[src/design/bsrc_pkg.sv]
// Package: shared types, constants and status codes of the banker's algorithm engine.
package bsrc_pkg;
    localparam int MAX_PROCESSES = 16;
    localparam int MAX_RESOURCES = 5;
    localparam int COUNT_WIDTH = 8;
    localparam int PID_W = 4;
    localparam int ROW_W = MAX_RESOURCES * COUNT_WIDTH;
    localparam int SUM_W = COUNT_WIDTH + PID_W + 1;

    localparam logic [1:0] MODE_LOAD_MAX = 2'd0;
    localparam logic [1:0] MODE_LOAD_ALLOC = 2'd1;
    localparam logic [1:0] MODE_SAFETY = 2'd2;
    localparam logic [1:0] MODE_REQUEST = 2'd3;

    localparam logic [2:0] ST_LOADED = 3'd0;
    localparam logic [2:0] ST_SAFE = 3'd1;
    localparam logic [2:0] ST_UNSAFE = 3'd2;
    localparam logic [2:0] ST_REFUSED = 3'd3;
    localparam logic [2:0] ST_GRANTED = 3'd4;
    localparam logic [2:0] ST_DENIED = 3'd5;
    localparam logic [2:0] ST_BAD_ROW = 3'd6;

    localparam logic [2:0] CFG_PROCESS_COUNT = 3'd0;
    localparam logic [2:0] CFG_RESOURCE_COUNT = 3'd1;
    localparam logic [2:0] CFG_TOTAL_0 = 3'd2;
    localparam logic [2:0] CFG_TOTAL_4 = 3'd6;

    typedef logic [COUNT_WIDTH-1:0] cnt_t;
    typedef cnt_t [MAX_RESOURCES-1:0] row_t;

    // memory access from the sequencer
    typedef struct packed {
        logic rd_en;
        logic [PID_W-1:0] rd_addr;
        logic max_we;
        logic alloc_we;
        logic [PID_W-1:0] wr_addr;
        row_t wr_data;
    } mem_req_t;
endpackage

[src/design/bsrc_tables.sv]
// Process table storage: max claim and allocation memories with valid bits.
module bsrc_tables (
    input  logic aclk,
    input  logic aresetn,
    input  bsrc_pkg::mem_req_t req,
    output bsrc_pkg::row_t max_rd,
    output bsrc_pkg::row_t alloc_rd
);
    bsrc_pkg::row_t max_mem [bsrc_pkg::MAX_PROCESSES];
    bsrc_pkg::row_t alloc_mem [bsrc_pkg::MAX_PROCESSES];
    bsrc_pkg::row_t max_q_reg, alloc_q_reg;
    logic [bsrc_pkg::MAX_PROCESSES-1:0] max_vld_reg, alloc_vld_reg;
    logic max_hit_reg, alloc_hit_reg;

    always_ff @(posedge aclk) begin
        if (req.max_we) max_mem[req.wr_addr] <= req.wr_data;
        if (req.alloc_we) alloc_mem[req.wr_addr] <= req.wr_data;
        if (req.rd_en) begin
            max_q_reg <= max_mem[req.rd_addr];
            alloc_q_reg <= alloc_mem[req.rd_addr];
        end
    end

    always_ff @(posedge aclk) begin
        if (!aresetn) begin
            max_vld_reg <= '0;
            alloc_vld_reg <= '0;
            max_hit_reg <= 1'b0;
            alloc_hit_reg <= 1'b0;
        end else begin
            if (req.max_we) max_vld_reg[req.wr_addr] <= 1'b1;
            if (req.alloc_we) alloc_vld_reg[req.wr_addr] <= 1'b1;
            if (req.rd_en) begin
                max_hit_reg <= max_vld_reg[req.rd_addr];
                alloc_hit_reg <= alloc_vld_reg[req.rd_addr];
            end
        end
    end

    assign max_rd = max_hit_reg ? max_q_reg : '0;
    assign alloc_rd = alloc_hit_reg ? alloc_q_reg : '0;
endmodule

[src/design/bsrc_engine.sv]
// Sequencer: available sum, row checks, request apply and cyclic safety scan.
module bsrc_engine (
    input  logic aclk,
    input  logic aresetn,
    input  logic start,
    output logic busy,
    input  logic [1:0] mode,
    input  logic [bsrc_pkg::PID_W-1:0] pid,
    input  bsrc_pkg::row_t amt,
    input  logic [bsrc_pkg::PID_W:0] np,
    input  logic [2:0] nr,
    input  bsrc_pkg::row_t totals,
    output bsrc_pkg::mem_req_t req,
    input  bsrc_pkg::row_t max_rd,
    input  bsrc_pkg::row_t alloc_rd,
    output logic done,
    output logic [2:0] res_status,
    output logic [63:0] res_seq,
    output logic [4:0] res_len
);
    typedef enum logic [6:0] {
        S_IDLE  = 7'b0000001,
        S_SUM   = 7'b0000010,
        S_ROW   = 7'b0000100,
        S_CHECK = 7'b0001000,
        S_SCAN  = 7'b0010000,
        S_UNDO  = 7'b0100000,
        S_DONE  = 7'b1000000
    } state_t;

    localparam int PW = bsrc_pkg::PID_W;
    localparam int NR = bsrc_pkg::MAX_RESOURCES;
    localparam int CW = bsrc_pkg::COUNT_WIDTH;
    localparam int SW = bsrc_pkg::SUM_W;

    state_t state_reg, state_next;
    logic [PW:0] cnt_reg, cnt_next;          // rows issued in sum pass
    logic [PW:0] rcv_reg, rcv_next;          // rows received
    logic [SW-1:0] sum_reg [NR];
    logic [SW-1:0] sum_next [NR];
    logic [SW-1:0] work_reg [NR];
    logic [SW-1:0] work_next [NR];
    logic [PW-1:0] idx_reg, idx_next;
    logic [PW:0] k_reg, k_next, fails_reg, fails_next;
    logic [bsrc_pkg::MAX_PROCESSES-1:0] fin_reg, fin_next;
    logic [63:0] seq_reg, seq_next;
    logic [2:0] status_reg, status_next;
    logic pend_reg, pend_next;               // row read in flight (sum pass or scan)
    bsrc_pkg::row_t saved_reg, saved_next;
    logic req_phase_reg, req_phase_next;     // scan belongs to a request

    logic [CW:0] avail [NR];
    logic [CW:0] need [NR];
    logic fits, bad, over;
    logic [PW-1:0] nxt_idx;
    logic [SW-1:0] tsum;

    assign busy = (state_reg != S_IDLE);
    assign done = (state_reg == S_DONE);
    assign res_status = status_reg;
    assign res_seq = seq_reg;
    assign res_len = (status_reg == bsrc_pkg::ST_SAFE || status_reg == bsrc_pkg::ST_GRANTED)
                     ? k_reg : 5'd0;

    always_comb begin
        for (int r = 0; r < NR; r++) begin
            avail[r] = '0;
            if (r < nr) begin
                if ({{(SW-CW){1'b0}}, totals[r]} > sum_reg[r])
                    avail[r] = {1'b0, totals[r]} - sum_reg[r][CW:0];
            end
            need[r] = (max_rd[r] > alloc_rd[r]) ? {1'b0, max_rd[r] - alloc_rd[r]} : '0;
        end
        fits = 1'b1;
        bad = 1'b0;
        over = 1'b0;
        for (int r = 0; r < NR; r++) begin
            if (r < nr) begin
                if ({{(SW-CW-1){1'b0}}, need[r]} > work_reg[r]) fits = 1'b0;
                if (mode == bsrc_pkg::MODE_LOAD_MAX && amt[r] < alloc_rd[r]) bad = 1'b1;
                if (mode == bsrc_pkg::MODE_LOAD_ALLOC && amt[r] > max_rd[r]) bad = 1'b1;
                if ({1'b0, amt[r]} > avail[r]) over = 1'b1;
                if ({1'b0, alloc_rd[r]} + {1'b0, amt[r]} > {1'b0, max_rd[r]}) over = 1'b1;
            end
        end
        nxt_idx = ({1'b0, idx_reg} + 1'b1 >= np) ? '0 : idx_reg + 1'b1;
    end

    always_comb begin
        state_next = state_reg;
        cnt_next = cnt_reg;
        rcv_next = rcv_reg;
        sum_next = sum_reg;
        work_next = work_reg;
        idx_next = idx_reg;
        k_next = k_reg;
        fails_next = fails_reg;
        fin_next = fin_reg;
        seq_next = seq_reg;
        status_next = status_reg;
        pend_next = 1'b0;
        saved_next = saved_reg;
        req_phase_next = req_phase_reg;
        req = '0;
        tsum = '0;
        unique case (state_reg)
            S_IDLE: begin
                if (start) begin
                    state_next = S_SUM;
                    cnt_next = '0;
                    rcv_next = '0;
                    for (int r = 0; r < NR; r++) sum_next[r] = '0;
                    req_phase_next = 1'b0;
                end
            end
            S_SUM: begin
                // stream rows, accumulate each row's allocations in the cycle after its read
                if (cnt_reg < np) begin
                    req.rd_en = 1'b1;
                    req.rd_addr = cnt_reg[PW-1:0];
                    cnt_next = cnt_reg + 1'b1;
                end
                if (pend_reg) begin
                    for (int r = 0; r < NR; r++)
                        sum_next[r] = sum_reg[r] + {{(SW-CW){1'b0}}, alloc_rd[r]};
                    rcv_next = rcv_reg + 1'b1;
                end
                pend_next = (cnt_reg < np);
                if (pend_reg && rcv_reg + 1'b1 == np) begin
                    for (int r = 0; r < NR; r++) work_next[r] = '0;
                    if (mode == bsrc_pkg::MODE_SAFETY || req_phase_reg) begin
                        state_next = S_SCAN;
                        idx_next = '0;
                        k_next = '0;
                        fails_next = '0;
                        fin_next = '0;
                        seq_next = '0;
                    end else if ({1'b0, pid} >= np) begin
                        state_next = S_DONE;
                        status_next = bsrc_pkg::ST_BAD_ROW;
                        seq_next = '0;
                        k_next = '0;
                    end else begin
                        state_next = S_ROW;
                        req.rd_en = 1'b1;
                        req.rd_addr = pid;
                    end
                end
            end
            S_ROW: begin
                state_next = S_CHECK;
            end
            S_CHECK: begin
                seq_next = '0;
                k_next = '0;
                state_next = S_DONE;
                req.wr_addr = pid;
                if (mode == bsrc_pkg::MODE_REQUEST) begin
                    if (over) begin
                        status_next = bsrc_pkg::ST_REFUSED;
                    end else begin
                        saved_next = alloc_rd;
                        req.alloc_we = 1'b1;
                        for (int r = 0; r < NR; r++)
                            req.wr_data[r] = (r < nr) ? alloc_rd[r] + amt[r] : alloc_rd[r];
                        req_phase_next = 1'b1;
                        state_next = S_SUM;
                        cnt_next = '0;
                        rcv_next = '0;
                        for (int r = 0; r < NR; r++) sum_next[r] = '0;
                    end
                end else if (bad) begin
                    status_next = bsrc_pkg::ST_BAD_ROW;
                end else begin
                    status_next = bsrc_pkg::ST_LOADED;
                    req.wr_data = amt;
                    req.max_we = (mode == bsrc_pkg::MODE_LOAD_MAX);
                    req.alloc_we = (mode == bsrc_pkg::MODE_LOAD_ALLOC);
                end
            end
            S_SCAN: begin
                if (k_reg == '0 && fails_reg == '0 && fin_reg == '0 && !pend_reg) begin
                    for (int r = 0; r < NR; r++)
                        work_next[r] = {{(SW-CW-1){1'b0}}, avail[r]};
                end
                if (!pend_reg) begin
                    // skip finished rows, else fetch the row under test
                    if (fin_reg[idx_reg]) begin
                        idx_next = nxt_idx;
                    end else begin
                        req.rd_en = 1'b1;
                        req.rd_addr = idx_reg;
                        pend_next = 1'b1;
                    end
                end else begin
                    if (fits) begin
                        fin_next[idx_reg] = 1'b1;
                        seq_next[4*k_reg[PW-1:0] +: PW] = idx_reg;
                        k_next = k_reg + 1'b1;
                        fails_next = '0;
                        for (int r = 0; r < NR; r++) begin
                            tsum = work_reg[r] + {{(SW-CW){1'b0}}, alloc_rd[r]};
                            if (r < nr) work_next[r] = tsum;
                        end
                    end else begin
                        fails_next = fails_reg + 1'b1;
                    end
                    idx_next = nxt_idx;
                    if (k_next == np) begin
                        state_next = S_DONE;
                        status_next = req_phase_reg ? bsrc_pkg::ST_GRANTED : bsrc_pkg::ST_SAFE;
                    end else if (fails_next >= np - k_next) begin
                        seq_next = '0;
                        k_next = '0;
                        if (req_phase_reg) begin
                            state_next = S_UNDO;
                        end else begin
                            state_next = S_DONE;
                            status_next = bsrc_pkg::ST_UNSAFE;
                        end
                    end
                end
            end
            S_UNDO: begin
                req.alloc_we = 1'b1;
                req.wr_addr = pid;
                req.wr_data = saved_reg;
                status_next = bsrc_pkg::ST_DENIED;
                state_next = S_DONE;
            end
            S_DONE: begin
                state_next = S_IDLE;
            end
            default: state_next = S_IDLE;
        endcase
    end

    always_ff @(posedge aclk) begin
        if (!aresetn) begin
            state_reg <= S_IDLE;
            pend_reg <= 1'b0;
            req_phase_reg <= 1'b0;
        end else begin
            state_reg <= state_next;
            pend_reg <= pend_next;
            req_phase_reg <= req_phase_next;
        end
    end

    always_ff @(posedge aclk) begin
        cnt_reg <= cnt_next;
        rcv_reg <= rcv_next;
        sum_reg <= sum_next;
        work_reg <= work_next;
        idx_reg <= idx_next;
        k_reg <= k_next;
        fails_reg <= fails_next;
        fin_reg <= fin_next;
        seq_reg <= seq_next;
        status_reg <= status_next;
        saved_reg <= saved_next;
    end
endmodule

[src/design/bankers_safety_and_request_check_top.sv]
// Top level: stream ports, configuration registers, table memories and sequencer.
//  channel | dir | tdata fields (low first)                       | tuser
//  s_      | in  | mode, process_id, amount_0..amount_4 (46 -> 48)| -
//  m_      | out | status, safe_sequence, sequence_length (72)    | -
//  cfg     | in  | cfg_we, cfg_index, cfg_wdata                   | -
// One item at a time. Every item first streams process_count rows from the
// allocation memory (one row a cycle) to rebuild available units; a safety scan
// then reads and tests each unfinished row, up to process_count squared visits.
// A request repeats the sum pass after its tentative write. Synchronous reset.
// s_tready drops while an item is in work or a result waits in the output register.
module bankers_safety_and_request_check_top (
    input  logic aclk,
    input  logic aresetn,
    input  logic s_tvalid,
    output logic s_tready,
    input  logic [47:0] s_tdata,   // mode, process_id, amount_0..amount_4
    output logic m_tvalid,
    input  logic m_tready,
    output logic [71:0] m_tdata,   // status, safe_sequence, sequence_length
    input  logic cfg_we,
    input  logic [2:0] cfg_index,
    input  logic [7:0] cfg_wdata
);
    logic [4:0] pc_reg;
    logic [2:0] rc_reg;
    bsrc_pkg::row_t totals_reg;
    logic [1:0] mode_reg;
    logic [3:0] pid_reg;
    bsrc_pkg::row_t amt_reg;
    logic out_vld_reg;
    logic [71:0] out_reg;
    logic busy, done, start;
    logic [2:0] st;
    logic [63:0] seq;
    logic [4:0] len;
    logic [4:0] np;
    logic [2:0] nr;
    bsrc_pkg::mem_req_t req;
    bsrc_pkg::row_t max_rd, alloc_rd;

    assign np = (pc_reg == 5'd0) ? 5'd1 : (pc_reg > 5'd16) ? 5'd16 : pc_reg;
    assign nr = (rc_reg == 3'd0) ? 3'd1 : (rc_reg > 3'd5) ? 3'd5 : rc_reg;
    assign s_tready = !busy && !out_vld_reg;
    assign start = s_tvalid && s_tready;
    assign m_tvalid = out_vld_reg;
    assign m_tdata = out_reg;

    always_ff @(posedge aclk) begin
        if (!aresetn) begin
            pc_reg <= 5'd1;
            rc_reg <= 3'd1;
            totals_reg <= '0;
            out_vld_reg <= 1'b0;
        end else begin
            if (cfg_we) begin
                unique case (cfg_index)
                    bsrc_pkg::CFG_PROCESS_COUNT: pc_reg <= cfg_wdata[4:0];
                    bsrc_pkg::CFG_RESOURCE_COUNT: rc_reg <= cfg_wdata[2:0];
                    default: begin
                        if (cfg_index >= bsrc_pkg::CFG_TOTAL_0
                                && cfg_index <= bsrc_pkg::CFG_TOTAL_4)
                            totals_reg[cfg_index - bsrc_pkg::CFG_TOTAL_0] <= cfg_wdata;
                    end
                endcase
            end
            if (done) out_vld_reg <= 1'b1;
            else if (m_tready) out_vld_reg <= 1'b0;
        end
    end

    always_ff @(posedge aclk) begin
        if (start) begin
            mode_reg <= s_tdata[1:0];
            pid_reg <= s_tdata[5:2];
            amt_reg <= s_tdata[45:6];
        end
        if (done) out_reg <= {len, seq, st};
    end

    bsrc_tables u_tables (
        .aclk(aclk), .aresetn(aresetn), .req(req), .max_rd(max_rd), .alloc_rd(alloc_rd)
    );

    bsrc_engine u_engine (
        .aclk(aclk), .aresetn(aresetn), .start(start), .busy(busy),
        .mode(start ? s_tdata[1:0] : mode_reg), .pid(pid_reg), .amt(amt_reg),
        .np(np), .nr(nr), .totals(totals_reg), .req(req),
        .max_rd(max_rd), .alloc_rd(alloc_rd), .done(done),
        .res_status(st), .res_seq(seq), .res_len(len)
    );
endmodule

[config.mk]
export PLATFORM = sky130hd
export DESIGN_NAME = bankers_safety_and_request_check_top
export DESIGN_NICKNAME = d
export VERILOG_FILES = /design/src/design/bsrc_pkg.sv /design/src/design/bsrc_tables.sv /design/src/design/bsrc_engine.sv /design/src/design/bankers_safety_and_request_check_top.sv
export SDC_FILE = /design/constraint.sdc
export NUM_CORES = 2
export LEC_CHECK = 0
export BUFFER_PORTS_ARGS = -buffer_cell sky130_fd_sc_hd__buf_2
export CAP_MARGIN = 20
export CELL_PAD_IN_SITES_DETAIL_PLACEMENT = 0
export CELL_PAD_IN_SITES_GLOBAL_PLACEMENT = 1
export CORE_MARGIN = 2
export CORE_UTILIZATION = 41
export CTS_BUF_LIST = sky130_fd_sc_hd__clkbuf_4 sky130_fd_sc_hd__clkbuf_8
export DETAILED_ROUTE_END_ITERATION = 7
export PLACE_DENSITY = 0.69
export SYNTH_ARGS = -nofsm -noshare
export SYNTH_HDL_FRONTEND = slang
export SYNTH_SLANG_ARGS = --single-unit
[constraint.sdc]
create_clock -name aclk -period 8.3 [get_ports aclk]
set_input_delay 0 -clock aclk [delete_from_list [all_inputs] [get_ports aclk]]
set_output_delay 0 -clock aclk [all_outputs]
set_load 0.02 [all_outputs]
# Word level (Yosys, flattened, before mapping)
# Memory sizes are Yosys's and may differ from the RTL's. A register that Yosys moved wholly into a read port is not among the register bits.
# Index checks and enable logic that the tools add are counted.
# classes
n_mux,191
eq_ne,32
n_reduce_logical,53
bitwise_logic,5
order_cmp,55
shift,2
add_sub_neg,39
# op_table
operator,n
$mux 65,8
$mux 64,7
$mux 40,5
$pmux 65 s3,1
$pmux 64 s3,1
$mux 5,28
$add 13x8->13,10
$pmux 65 s2,1
$mux 9,10
$pmux 45 s2,1
$mux 8,11
$gt 8x8->1,10
$mux 7,10
$gt 8x13->1,5
$gt 9x13->1,5
$mux 13,5
$bwmux 64,1
$mux 16,4
$shift 4x34->64 const A,1
$shiftx 4x34->64,1
$mux 1,60
$or 16x16->16,3
$add 8x8->9,5
$gt 8x9->1,5
74 further kinds,179
# totals
ff_bits,487
mem_bits_rw,1280
out_inout_bits,74
elab_cells,426
input_bits,64
memories,2
# memory_table
memory,depth,width,rd,rd_clocked_by_memory_dff,write_ports,line,source
u_tables.alloc_mem,16,40,1,1,1,bsrc_tables.sv:10,bsrc_pkg::row_t alloc_mem [bsrc_pkg::MAX_PROCESSES];
u_tables.max_mem,16,40,1,1,1,bsrc_tables.sv:9,bsrc_pkg::row_t max_mem [bsrc_pkg::MAX_PROCESSES];

# Longest topological paths before layout
# logic_depth
ltp_word,30
depth_mapped,39
depth_no_buf,33

# Cells and area by module
# Synthesis repeated with hierarchy kept, for this count alone.
# unflattened
hier_cells,5554
area_unflattened_um2,86397.9
# by_module_without_submodules
mod,n_inst,cells_each,area_per_inst_um2,seq_area_each_um2
bsrc_tables,1,2100,52385.2,41519.8
bsrc_engine,1,3147,28553.6,8498.2
bankers_safety_and_request_check_top,1,307,5459.0,4504.3

# Worst setup path after synthesis
# OpenSTA, ideal clock, no wires.
# synth_path
kind,reg2reg
startpoint,register u_engine.state_reg[1]
endpoint,"register out_reg[0], in the netlist m_tdata[0], enable pin"
slack_ps,-877
required_ps,7591
period_less_slack_ps,9177
setup_ps,709
path_buffers,1
arrival_ps,8468
path_stages_with_launch,4
path_cell_list,dfxtp_1 buf_2 or4_1 nor4b_1
# synth_between
elab_chain_cells,1
# synth_rtl
item,line,source
"start, declared",bsrc_engine.sv:36,"state_t state_reg, state_next;"
"start signal, assigned",bsrc_engine.sv:244,state_reg <= state_next;
$eq 7x7->1,bsrc_engine.sv:59,assign done = (state_reg == S_DONE);
net done,bankers_safety_and_request_check_top.sv:32,"logic busy, done, start;"
"end signal, assigned",bankers_safety_and_request_check_top.sv:77,"if (done) out_reg <= {len, seq, st};"
"end, declared",bankers_safety_and_request_check_top.sv:31,logic [71:0] out_reg;
# The timed path passes the listed nets, and every way through them passes these cells.
# A chain may end at the register's enable or synchronous reset.

==> results list <==
* Maximum level of the CTS H-tree: 5
* Slowest-stage cell, CP: sky130_fd_sc_hd__dfxtp_2
- Layout Cells excl Fill: 10900
- Fraction of final layout cells with drive strength greater than 1: 0.117
* Post-Synthesis Cells: approximately 7400
- Worst-Skew Late Latency: 1080 ps
- The synthesized netlist occupies a cell area of roughly 0.088 sq mm.
- Largest net degree at the start of global routing: 168
- Hold Fails Final Rpt: 0
* Area Growth Syn to Fin: 14.5%
- Counting distinct cell types in the post-synthesis netlist gives 108.
- Leakage power total: around 35 nW
* Placement Rows: around 170
- Dividing the detail-routed via count by the number of cells gives ~5.5.
* Max-capacitance violation count: 0
- Worst setup timing slack at the placement stage: between 200 and 250 ps
* Area used by sequential logic in the layout: between 0.05 and 0.06 sq mm
- Die ar.: 0.218 sq mm
* Portion of synthesized cell area occupied by the leading cell type: 0.600
- Share of synthesized registers carrying an async set or reset: 0
- Number of cells traversed by the worst register-to-register path: 35
* RSZ-0062 raised after global routing: no
- Worst Tran Pin Value: approximately 1300 ps
- Buffer cell driving the clock tree root: sky130_fd_sc_hd__clkbuf_8
* Depth of the worst hold-timing path: 6
- Worst Setup End Kind: flip-flop
- Remaining Overflow, GRT: 0
* Category of the worst setup path launch point: flip-flop
- Leading cell types in the layout, fill and taps excluded: sky130_fd_sc_hd__edfxtp_1, sky130_fd_sc_hd__nand2_1, sky130_fd_sc_hd__ha_1
- The worst-case IR drop observed on VDD is approximately 0.18 mV.
- Vias in the first global route: 58600
- Summed over all failing endpoints, the final setup total negative slack is 0 ps.
- The layout has about 19000 filler cells.
- The final route contains approximately 60000 vias.
- Antenna viol nets, final: 0
- For this run, the register share of the synthesized area comes to 0.621.
- Worst hold path type: in2reg
- Maximum fanout along the worst path: a little under 70
- Leaving out fill and tap cells, the most frequent cell in the layout is sky130_fd_sc_hd__edfxtp_1.
- The first detailed-routing pass took 6 iterations.
* Required @ worst endpoint: 9070 ps
- The synthesized design spends more area on one cell type than any other, namely sky130_fd_sc_hd__edfxtp_1.
- In this run, placement finished with an instance count of ~10000.
- Derived from the worst setup path, the maximum achievable clock frequency is about 130 MHz.
* Flip-flop and latch count after synthesis: between 1500 and 2000
* Run status: completed
- Clock sink count: between 1500 and 2000
- In this run, the number of DRC markers left after iteration 0 of detailed routing was around 5700.
- 138 I/O pins were placed.
- Across all setup checks in the final design, the least slack found is 654 ps.
* Dominant cells by area after synthesis: sky130_fd_sc_hd__edfxtp_1, sky130_fd_sc_hd__nand2_1, sky130_fd_sc_hd__ha_1
* Routability cong.: 0.875
- The net count of the finished layout is between 8000 and 9000.
* Dominant register cell in the synthesized netlist: sky130_fd_sc_hd__edfxtp_1
- The final number of max-transition violations is 0.
- In this run the power density over the cells is 222 mW/mm^2.
- Core Area: approximately 0.21 sq mm
- The routed design could run at a clock period as short as around 7600 ps.
* Worst setup skew after layout: around 77 ps
- Data arrives at the worst endpoint at about 8400 ps.
- The multi-input combinational cells in the finished layout cover a total of 0.0310 sq mm.
* Global Route Usage Sum: 0.229
- Number of warnings reported in the yosys synthesis log: 0
- Clock tree synthesis inserted a total of 330 buffers.
* Effective utilization at floorplan: 0.413
- Die boundary height: about 470 um
- Port buffering added 135 buffers.
* Stage delay of the slowest cell on the critical path: between 400 and 500 ps
- Maximum buffer depth of the clock tree: 4
- Clk slew on worst S/H paths: about 60 ps
- The number of nets handed over by synthesis was 7896.
* Worst Setup Path Type: reg2reg
- Yosys mapped a number of flops with a built-in enable equal to about 1800.
- Post-synthesis area per instance: 11.9 sq um
- Routed wire per std cell: approximately 23 um
- Global-route wire length before repair: 376000 um
* Clock tree from TritonCTS: built
- Antenna violations before repair: 20
* Final clock period utilization by the worst path: 0.921
* Count of final setup violators: 0
- Summed over all layers, the routed wires come to 254000 um.
- Slew margin rel.: 0.119
- The HPWL after detailed placement is between 150000 and 200000 um.
- Horizontal die dimension: between 400 and 500 um
- DRC violations left: 0
[repair_timing]
action,4_1_cts,5_1_grt
gates resized for setup,0,7
buffers inserted,0,0
hold buffers,136,0
setup endpoints to repair,0,76
hold endpoints to repair,328,0
[power breakdown]
part	switching (mW)	internal [mW]
sequential	0.375	10.5
clock	3.73	4.59
combinational	1.91	1.11
[cell families (layout without fill, tap and decap cells)]
group | Yosys count | after routing | share of synthesized area
adders and majority gates | 464 | 464 | 0.0678
and+or+nand+nor | 2667 | 2667 | 0.135
other | 0 | 7 | 0
DFF | 1847 | 1847 | 0.621
xor gates and xnor gates | 184 | 184 | 0.0187
muxes | 100 | 100 | 0.0123
buffers and inverters | 645 | 1315 | 0.0308
AOI/OAI and AO/OA | 1468 | 1468 | 0.114
[synth_stat cells, types with 29 or more instances]
library cell,count
sky130_fd_sc_hd__dfxtp_1,94
sky130_fd_sc_hd__edfxtp_1,1753
sky130_fd_sc_hd__nand2b_1,41
sky130_fd_sc_hd__a21o_1,104
sky130_fd_sc_hd__nand2_1,1459
sky130_fd_sc_hd__o221ai_1,86
sky130_fd_sc_hd__buf_2,108
sky130_fd_sc_hd__a21oi_1,202
sky130_fd_sc_hd__and2_1,126
sky130_fd_sc_hd__nor2_1,386
sky130_fd_sc_hd__a21boi_0,49
sky130_fd_sc_hd__nor3_1,68
sky130_fd_sc_hd__nand3_1,224
sky130_fd_sc_hd__nor4_1,31
sky130_fd_sc_hd__mux2i_1,80
sky130_fd_sc_hd__inv_1,283
sky130_fd_sc_hd__a221o_1,33
sky130_fd_sc_hd__o21ai_1,29
sky130_fd_sc_hd__and3_1,33
sky130_fd_sc_hd__o21a_1,81
sky130_fd_sc_hd__xnor2_1,123
sky130_fd_sc_hd__a31oi_1,175
sky130_fd_sc_hd__a211oi_1,222
sky130_fd_sc_hd__clkbuf_1,210
sky130_fd_sc_hd__buf_4,30
sky130_fd_sc_hd__ha_1,435
sky130_fd_sc_hd__nor2b_1,81
sky130_fd_sc_hd__o21ai_0,253
sky130_fd_sc_hd__a22oi_1,84
sky130_fd_sc_hd__xor2_1,59
sky130_fd_sc_hd__and2_0,77
sky130_fd_sc_hd__o21bai_1,37
sky130_fd_sc_hd__nand4_1,56
[worst max-delay path, delay by kind of cell, from the launching register on]
kind	cells	cell delay [ps]
simple gates	12	1860
fa+ha+maj	5	1570
flops	1	470
buf+inv	4	630
compound gates	13	2630
xor+xnor	1	160
[path summary, 6_finish.rpt]
check	from	endpoint	slack [ps]
max	u_tables.alloc_hit_reg	u_engine.res_seq[42]	650
min reg2reg	u_engine.res_seq[45]	m_tdata[48]	430
max reg2reg	u_tables.alloc_hit_reg	u_engine.res_seq[42]	650
min	cfg_index[0]	pc_reg[0]	100
[metal layers]
layer  global-route usage  wire, um
met1                0.333    117000
met3               0.0381     16500
met2                0.351    114000
met5                    0        27
met4               0.0680      6540
[through the flow]
stage / cell area (sq um) / hold slack [ps] / util / power, mW
after global placement: 92800 / 179 / 0.437 / 14.0
after CTS: 100000 / 0.747 / 0.473 / 22.4
after floorplan: 87800 / 98.9 / - / 13.0
after global routing: 101000 / 79.3 / 0.473 / 23.2
after detailed placement: 92800 / 178 / 0.437 / 14.0
final: 101000 / 99.0 / 0.473 / 22.3
[area by class of cell]
| cell class | count | share of cell area |
|---|---|---|
| inverter | 286 | 0.0107 |
| sequential | 1847 | 0.542 |
| clock buffer | 440 | 0.0544 |
| tap | 2821 | 0.0351 |
| timing repair buffer | 471 | 0.0408 |
| clock inverter | 118 | 0.00807 |
| antenna | 7 | 0.000174 |
| multi-input combinational | 4883 | 0.308 |
Power figures use the tool's default switching activity.
